## src/sv/imt_pkg.sv

```systemverilog
// imt_pkg: shared constants and sequencer state type for the interval map table
// no dependencies
package imt_pkg;

	localparam int ENTRIES_DEF     = 64;
	localparam int KEY_WIDTH_DEF   = 32;
	localparam int VALUE_WIDTH_DEF = 8;

	localparam logic CMD_ASSIGN = 1'b0;
	localparam logic CMD_LOOKUP = 1'b1;

	typedef enum logic [2:0] {
		ST_IDLE,
		ST_SCAN,
		ST_DECIDE,
		ST_MOVE_RD,
		ST_MOVE_WR,
		ST_INS_L,
		ST_INS_R,
		ST_RESP
	} imt_state_t;

endpackage

```

## src/sv/imt_ram.sv

```systemverilog
// imt_ram: generic single write port ram with registered read
// no dependencies
module imt_ram #(
	parameter int WIDTH = 8,
	parameter int DEPTH = 64
) (
	input  logic                     clk,
	input  logic                     we,
	input  logic [$clog2(DEPTH)-1:0] waddr,
	input  logic [WIDTH-1:0]         wdata,
	input  logic [$clog2(DEPTH)-1:0] raddr,
	output logic [WIDTH-1:0]         rdata
);
	logic [WIDTH-1:0] mem_q [DEPTH];

	always_ff @(posedge clk) begin
		if (we) begin
			mem_q[waddr] <= wdata;
		end
		rdata <= mem_q[raddr];
	end
endmodule

```

## src/sv/interval_map_table_unit.sv

```systemverilog
// interval_map_table_unit: breakpoint table with range assign and key lookup
// depends on imt_pkg and imt_ram
//
// usage: one input word per command. command 0 assigns new_value over
// [range_begin, range_end), command 1 returns the value at probe_key.
// every input word gives exactly one output word on the out channel.
// in_ready is high only when the unit is idle; one word is worked at a time.
// a lookup makes one scan of the stored breakpoints in the ram, one entry
// read per cycle through the registered ram read, and then decides.
// an assign scans the same way, then shifts the tail, the entries above the
// range, when their place changes: each shift is a ram read then a ram write
// on the single port pair. last it writes the new left and right breakpoints
// where needed. an overflowing assign answers after the scan and decision,
// with no shift and no write.
// an empty range answers in the cycle after it is taken, with range_empty set.
// the result is held in the output register until out_ready; no new word is
// taken while it waits, and the unit is ready again in the cycle after the
// result is taken.
// reset empties the table and clears initial_value to zero; ram contents
// are not cleared, only entries below the count are ever read.
// cfg_we writes initial_value; the user must write it only while the unit is idle, the unit does not enforce this.
module interval_map_table_unit #(
	parameter int ENTRIES     = imt_pkg::ENTRIES_DEF,
	parameter int KEY_WIDTH   = imt_pkg::KEY_WIDTH_DEF,
	parameter int VALUE_WIDTH = imt_pkg::VALUE_WIDTH_DEF
) (
	input  logic                   clk,
	input  logic                   arst_n,
	input  logic                   cfg_we,
	input  logic [VALUE_WIDTH-1:0] cfg_wdata,
	input  logic                   in_valid,
	output logic                   in_ready,
	input  logic                   command,
	input  logic [KEY_WIDTH-1:0]   range_begin,
	input  logic [KEY_WIDTH-1:0]   range_end,
	input  logic [VALUE_WIDTH-1:0] new_value,
	input  logic [KEY_WIDTH-1:0]   probe_key,
	output logic                   out_valid,
	input  logic                   out_ready,
	output logic [VALUE_WIDTH-1:0] mapped_value,
	output logic                   range_empty,
	output logic                   table_overflow
);
	import imt_pkg::*;

	localparam int AW = $clog2(ENTRIES);
	localparam int CW = $clog2(ENTRIES + 1);
	localparam int NW = CW + 2;
	localparam int DW = KEY_WIDTH + VALUE_WIDTH;

	imt_state_t state_q, state_d;

	logic [CW-1:0]          cnt_q, idx_q, lo_q, hi_q, src_q, dst_q, rem_q, pos_q, newcnt_q;
	logic                   pend_s1, down_q, cmd_q;
	logic [KEY_WIDTH-1:0]   b_q, e_q;
	logic [VALUE_WIDTH-1:0] v_q, left_q, right_q, init_q, mapped_q;
	logic                   empty_q, ovf_q;

	logic                   we;
	logic [AW-1:0]          waddr, raddr;
	logic [DW-1:0]          wdata, rdata;
	logic [KEY_WIDTH-1:0]   rd_key;
	logic [VALUE_WIDTH-1:0] rd_val;

	logic          ins_l, ins_r;
	logic [NW-1:0] newcnt, dest, tail;
	logic          accept;

	assign accept = in_valid && in_ready;
	assign rd_key = rdata[DW-1:VALUE_WIDTH];
	assign rd_val = rdata[VALUE_WIDTH-1:0];
	assign ins_l  = v_q != left_q;
	assign ins_r  = right_q != v_q;
	assign dest   = NW'(lo_q) + NW'(ins_l) + NW'(ins_r);
	assign tail   = NW'(cnt_q) - NW'(hi_q);
	assign newcnt = dest + tail;

	imt_ram #(.WIDTH(DW), .DEPTH(ENTRIES)) u_ram (
		.clk   (clk),
		.we    (we),
		.waddr (waddr),
		.wdata (wdata),
		.raddr (raddr),
		.rdata (rdata)
	);

	always_comb begin
		state_d = state_q;
		unique case (state_q)
			ST_IDLE: begin
				if (accept) begin
					if (command == CMD_ASSIGN && !(range_begin < range_end)) begin
						state_d = ST_RESP;
					end else begin
						state_d = ST_SCAN;
					end
				end
			end
			ST_SCAN: begin
				if (idx_q == cnt_q && !pend_s1) begin
					state_d = ST_DECIDE;
				end
			end
			ST_DECIDE: begin
				priority if (cmd_q == CMD_LOOKUP) begin
					state_d = ST_RESP;
				end else if (newcnt > NW'(ENTRIES)) begin
					state_d = ST_RESP;
				end else if (tail == '0 || dest == NW'(hi_q)) begin
					state_d = ST_INS_L;
				end else begin
					state_d = ST_MOVE_RD;
				end
			end
			ST_MOVE_RD: state_d = ST_MOVE_WR;
			ST_MOVE_WR: state_d = (rem_q == CW'(1)) ? ST_INS_L : ST_MOVE_RD;
			ST_INS_L:   state_d = ST_INS_R;
			ST_INS_R:   state_d = ST_RESP;
			ST_RESP: begin
				if (out_ready) begin
					state_d = ST_IDLE;
				end
			end
			default: state_d = ST_IDLE;
		endcase
	end

	always_comb begin
		we    = 1'b0;
		waddr = dst_q[AW-1:0];
		wdata = rdata;
		raddr = idx_q[AW-1:0];
		unique case (state_q)
			ST_MOVE_RD: raddr = src_q[AW-1:0];
			ST_MOVE_WR: we = 1'b1;
			ST_INS_L: begin
				we    = ins_l;
				waddr = pos_q[AW-1:0];
				wdata = {b_q, v_q};
			end
			ST_INS_R: begin
				we    = ins_r;
				waddr = pos_q[AW-1:0];
				wdata = {e_q, right_q};
			end
			default: begin
			end
		endcase
	end

	assign in_ready       = state_q == ST_IDLE;
	assign out_valid      = state_q == ST_RESP;
	assign mapped_value   = mapped_q;
	assign range_empty    = empty_q;
	assign table_overflow = ovf_q;

	always_ff @(posedge clk or negedge arst_n) begin
		if (!arst_n) begin
			state_q <= ST_IDLE;
			cnt_q   <= '0;
			init_q  <= '0;
			pend_s1 <= 1'b0;
		end else begin
			state_q <= state_d;
			if (cfg_we) begin
				init_q <= cfg_wdata;
			end
			pend_s1 <= (state_q == ST_SCAN) && (idx_q != cnt_q);
			if (state_q == ST_INS_R) begin
				cnt_q <= newcnt_q;
			end
		end
	end

	always_ff @(posedge clk) begin
		if (pend_s1) begin
			if (rd_key < b_q) begin
				lo_q   <= lo_q + CW'(1);
				left_q <= rd_val;
			end
			if (rd_key <= e_q) begin
				hi_q    <= hi_q + CW'(1);
				right_q <= rd_val;
			end
		end
		unique case (state_q)
			ST_IDLE: begin
				idx_q    <= '0;
				lo_q     <= '0;
				hi_q     <= '0;
				left_q   <= init_q;
				right_q  <= init_q;
				cmd_q    <= command;
				b_q      <= (command == CMD_LOOKUP) ? '0 : range_begin;
				e_q      <= (command == CMD_LOOKUP) ? probe_key : range_end;
				v_q      <= new_value;
				mapped_q <= '0;
				ovf_q    <= 1'b0;
				empty_q  <= (command == CMD_ASSIGN) && !(range_begin < range_end);
			end
			ST_SCAN: begin
				if (idx_q != cnt_q) begin
					idx_q <= idx_q + CW'(1);
				end
			end
			ST_DECIDE: begin
				mapped_q <= (cmd_q == CMD_LOOKUP) ? right_q : '0;
				ovf_q    <= (cmd_q == CMD_ASSIGN) && (newcnt > NW'(ENTRIES));
				newcnt_q <= newcnt[CW-1:0];
				pos_q    <= lo_q;
				rem_q    <= tail[CW-1:0];
				down_q   <= dest > NW'(hi_q);
				if (dest > NW'(hi_q)) begin
					src_q <= cnt_q - CW'(1);
					dst_q <= newcnt[CW-1:0] - CW'(1);
				end else begin
					src_q <= hi_q;
					dst_q <= dest[CW-1:0];
				end
			end
			ST_MOVE_WR: begin
				rem_q <= rem_q - CW'(1);
				src_q <= down_q ? src_q - CW'(1) : src_q + CW'(1);
				dst_q <= down_q ? dst_q - CW'(1) : dst_q + CW'(1);
			end
			ST_INS_L: pos_q <= pos_q + CW'(ins_l);
			default: begin
			end
		endcase
	end
endmodule

```

## config.mk

```make
export PLATFORM = sky130hd
export DESIGN_NAME = interval_map_table_unit
export DESIGN_NICKNAME = d
export VERILOG_FILES = /design/src/sv/imt_pkg.sv /design/src/sv/imt_ram.sv /design/src/sv/interval_map_table_unit.sv
export SDC_FILE = /design/constraint.sdc
export NUM_CORES = 2
export LEC_CHECK = 0
export BUFFER_PORTS_ARGS = -buffer_cell sky130_fd_sc_hd__buf_2
export CAP_MARGIN = 10
export CORE_MARGIN = 2
export CORE_UTILIZATION = 57
export CTS_CLUSTER_DIAMETER = 120
export DETAILED_ROUTE_END_ITERATION = 12
export PLACE_DENSITY = 0.82
export REMOVE_ABC_BUFFERS = 1
export SLEW_MARGIN = 5
export SYNTH_ARGS = -nofsm -noshare
export SYNTH_HDL_FRONTEND = slang
export SYNTH_SLANG_ARGS = --single-unit
```

## constraint.sdc

```tcl
create_clock -name clk -period 4.7 [get_ports clk]
set_clock_uncertainty 0.15 [all_clocks]
set_input_delay 0.47 -clock clk [delete_from_list [all_inputs] [get_ports clk]]
set_output_delay 0.47 -clock clk [all_outputs]
set_load 0.01 [all_outputs]
```

==> reports/summary.txt <==
STATUS
--------------------------------------------------------------------------------------
Status                                                                    finished clean

FLOORPLAN
--------------------------------------------------------------------------------------
Die Span Y                                                                    445.7 um
Top Ports                                                                          130
Horizontal extent of the die                                                  445.7 um
Die footprint                                                             0.1986 sq mm
Starting density of the core                                                    57.20%
Site row count                                                                     162
Core Box Area                                                             0.1944 sq mm

WORST SETUP PATH
--------------------------------------------------------------------------------------
Worst Setup End Kind                                                              flop
CP startpoint kind                                                                flop
Number of buffer and inverter instances along the worst setup path                   1
CP top delay family                                                       compound AO/OA/AOI/OAI gates
Library cell contributing the largest single delay on the critical path       edfxtp_1
Required time of the worst setup path                                          5.31 ns
Critical Path Fanout Max                                                             3
Worst-path cell chain                                                     xor2_1, nor4_2, nand2_1, fa_2, ha_2, xnor2_4, inv_2, ha_1, a21oi_2, o221ai_1, maj3_2, xor2_1, o31a_1, o31a_1, o41ai_1, o21ai_1
Type of the setup path with the least slack                                 reg -> reg
Critical path arrival                                                          5.16 ns
Highest cell delay on the worst timing path                                    0.47 ns

STA
--------------------------------------------------------------------------------------
Slew at the pin with the worst max-slew slack                                 1.334 ns
Maximum operating frequency                                                 0.2197 GHz
Setup_tns                                                                         0 ns
Tightest hold margin                                                         0.1049 ns
Final Cycle Share                                                               96.86%
Number of hold violations in the final report                                        0
Setup repair after global routing missed its margin                              false
Number of slew-limit violations in the final report                                  0
Tightest slew margin relative to the limit                                      10.51%
Clock period minus worst slack                                                4.553 ns
Setup violation total in the final timing report                                     0
Least setup slack across all paths after layout                              0.1474 ns

POWER AND IR DROP
--------------------------------------------------------------------------------------
Fraction of power spent switching nets                                          36.93%
Power density cells                                                       775.9 mW/mm^2
Clock network power share                                                        22.4%
Switching power total                                                         36.61 mW
Maximum ir drop on the vdd rail                                               593.0 uV
Logic pwr share                                                                  40.6%
Leakage                                                                       42.11 nW
Power Internal                                                                62.53 mW
Sequential share of power                                                        37.0%
PnR Total Power                                                               99.14 mW

LOGIC SYNTHESIS
--------------------------------------------------------------------------------------
Dominant cells by area after synthesis                                    edfxtp_1 73%, mux4_2 13%, nand2_1 1.7%
Area share of the leading cell type in the synthesized netlist                  72.90%
Flip-flop and latch count after synthesis                                         2772
Synthesis Warnings                                                                   0
Count leader, synth                                                           edfxtp_1
Avg Inst Size Synth                                                        19.17 sq um
Top flip-flop cell by instance count after synthesis                          edfxtp_1
Biggest area consumer among synthesized cells                                 edfxtp_1
Number of enable flip-flop cells after synthesis                                  2699
FFs w/ async S/R, synth                                                        0.6854%
Netlist Area Pre-Place                                                    0.1112 sq mm
Sequential element share of the synthesized area                                74.30%
Instance count of the mapped netlist                                              5801
Cell variety after synth                                                            65
Leading cell types by count after synthesis                               2699 x edfxtp_1, 640 x mux4_2, 511 x nand2_1

FINISH
--------------------------------------------------------------------------------------
Fill cell count                                                                  11330
Total area of multi-input combinational cells                             0.02718 sq mm
Share of cells above drive strength 1                                           25.27%
Area growth syn-to-layout                                                       14.92%
Fin nets                                                                          6618
Post-route core utilization                                                     65.73%
FF/Latch Area                                                             0.08260 sq mm

DETAILED ROUTING
--------------------------------------------------------------------------------------
Detailed-routing iteration count for the pre-antenna-repair pass                     8
Sum of routed wire length over all layers                                     327.5 mm
Iter 0 DRT Violations                                                            11270
Routed WL per cell                                                            35.96 um
DR vias                                                                          64850
Average vias per placed instance                                                 7.121
Antenna Nets Post-Route                                                              0
DRC violation count after routing                                                    0

GLOBAL ROUTE
--------------------------------------------------------------------------------------
Total overflow reported by the global router                                         0
Total track usage                                                               32.93%
Antenna violations before repair                                                     5
Via count of the first global-routing pass                                       66140
First-pass GRT wire length                                                    465.2 mm
Pin count of the biggest net entering global routing                                96

CLOCK TREE
--------------------------------------------------------------------------------------
Later-pin clock latency in the skew report                                     0.94 ns
CTS Buffer Depth                                                                     4
Sinks on Clock Net                                                                2772
CTS tree                                                                           yes
Inserted Clock Buffers                                                             285
Root Buffer Master                                                           clkbuf_16
Deepest level of the CTS H-tree                                                      5
Clock-pin slew on the worst setup and hold paths                               0.06 ns

PLACED DESIGN
--------------------------------------------------------------------------------------
HPWL after detailed placement                                                 166.7 mm
Port Buffer Count                                                                  129
Routability congestion estimate                                                 0.8727
Placement-stage worst setup slack                                          -0.07826 ns

RUN
--------------------------------------------------------------------------------------
Max Cap Violations                                                                   0

MIN PATH
--------------------------------------------------------------------------------------
Path type of the worst min-delay path                                        in -> reg

## logic make-up (layout without fill, tap and decap cells)
kind of cell | Yosys count | after routing | share of synthesized area [%]
simple gates | 976 | 976 | 4.029
compound gates | 708 | 708 | 4.302
fa+ha+maj | 140 | 140 | 1.604
buf+inv | 460 | 1221 | 1.901
mux | 668 | 668 | 13.24
flops | 2772 | 2772 | 74.30
other cells | 0 | 2 | 0
xor+xnor | 77 | 77 | 0.6302
## path summary, 6_finish.rpt
check | from | cells past startpoint | slack (ns) | end
setup / recovery | v_q[2]$_DFFE_PP_ | 16 | 0.15 | state_q[2]$_DFFE_PN0P_
hold / removal | out_ready | 5 | 0.10 | state_q[1]$_DFFE_PN0P_
setup reg to reg | v_q[2]$_DFFE_PP_ | 16 | 0.15 | state_q[2]$_DFFE_PN0P_
hold reg to reg | newcnt_q[4]$_DFFE_PP_ | 1 | 0.33 | cnt_q[4]$_DFFE_PN0N_
max in group asynchronous | arst_n | 4 | 2.42 | state_q[0]$_DFFE_PN0P_
min in group asynchronous | arst_n | 3 | 0.39 | cnt_q[4]$_DFFE_PN0N_
## worst register-to-register path, cell delays in order (launching register included)
cell and delay [ns]:
edfxtp_1 0.47, xor2_1 0.22, nor4_2 0.35, nand2_1 0.15, fa_2 0.40, ha_2 0.23, xnor2_4 0.15, inv_2 0.05
ha_1 0.32, a21oi_2 0.17, o221ai_1 0.15, maj3_2 0.34, xor2_1 0.18, o31a_1 0.32, o31a_1 0.33, o41ai_1 0.34
o21ai_1 0.12
## power by group through the flow
| stage | Combinational [mW] | Sequential (mW) | Clock, mW |
|---|---|---|---|
| finish | 40.3 | 36.7 | 22.2 |
| global route | 41.9 | 36.7 | 23.1 |
| CTS | 38.7 | 36.6 | 22.1 |
| detailed placement | 37.3 | 37.1 | 0 |
| global placement | 36.0 | 36.9 | 0 |
| floorplan | 14.9 | 36.8 | 0 |
## cells in the final DEF (no fill, tap or decap), types with 40 or more instances in the layout
cell type,instances
dlygate4sd3_1,125
nor2b_1,42
clkbuf_16,293
ha_1,131
nor2_1,65
clkbuf_1,61
a311oi_1,80
a211oi_1,209
mux4_2,640
buf_2,129
dfxtp_1,54
buf_4,275
a31oi_1,82
o21ai_0,74
clkinv_2,40
edfxtp_1,2699
nor2_4,65
clkinv_1,41
buf_12,74
and2_1,162
nand2_1,472
xor2_1,40
a21oi_1,142
inv_1,130
a22oi_1,40
## metal layers
layer  share of wire, %  GRT usage, %
met1                 31         40.32
met4                7.7         21.01
met5             0.0024             0
met3                 13         8.971
met2                 48         52.22
## through the flow
step	instances	cell area, sq um
floorplan	5473	109600
global placement	8486	117500
detailed placement	8486	117500
CTS	9097	127600
global route	9104	127800
finish	9106	127800
## layout make-up
type / count / area share, %
Tap cell: 2542 / 2.489
Sequential cell: 2772 / 64.65
Timing Repair Buffer: 603 / 4.260
Multi-Input combinational cell: 2569 / 21.27
Clock buffer: 361 / 5.993
Antenna cell: 2 / 0.003917
Clock inverter: 125 / 0.9352
Inverter: 132 / 0.3898
## registers in the layout, summed over array words and instances, names as in the netlist, 8 cells and up
name / cells
b_q: 32
e_q: 32
init_q: 8
left_q: 8
mapped_value: 8
right_q: 8
u_ram.mem_q: 2560
u_ram.rdata: 40
v_q: 8
## what timing repair did
action                                 CTS  global route
setup buffers                            0             1
setup endpoints to repair                1             2
endpoints found under the hold margin  100             0
resized for setup                        3             4
hold buffers                           125             0
pin swaps                                0             3
(Power assumes the default switching activity.)
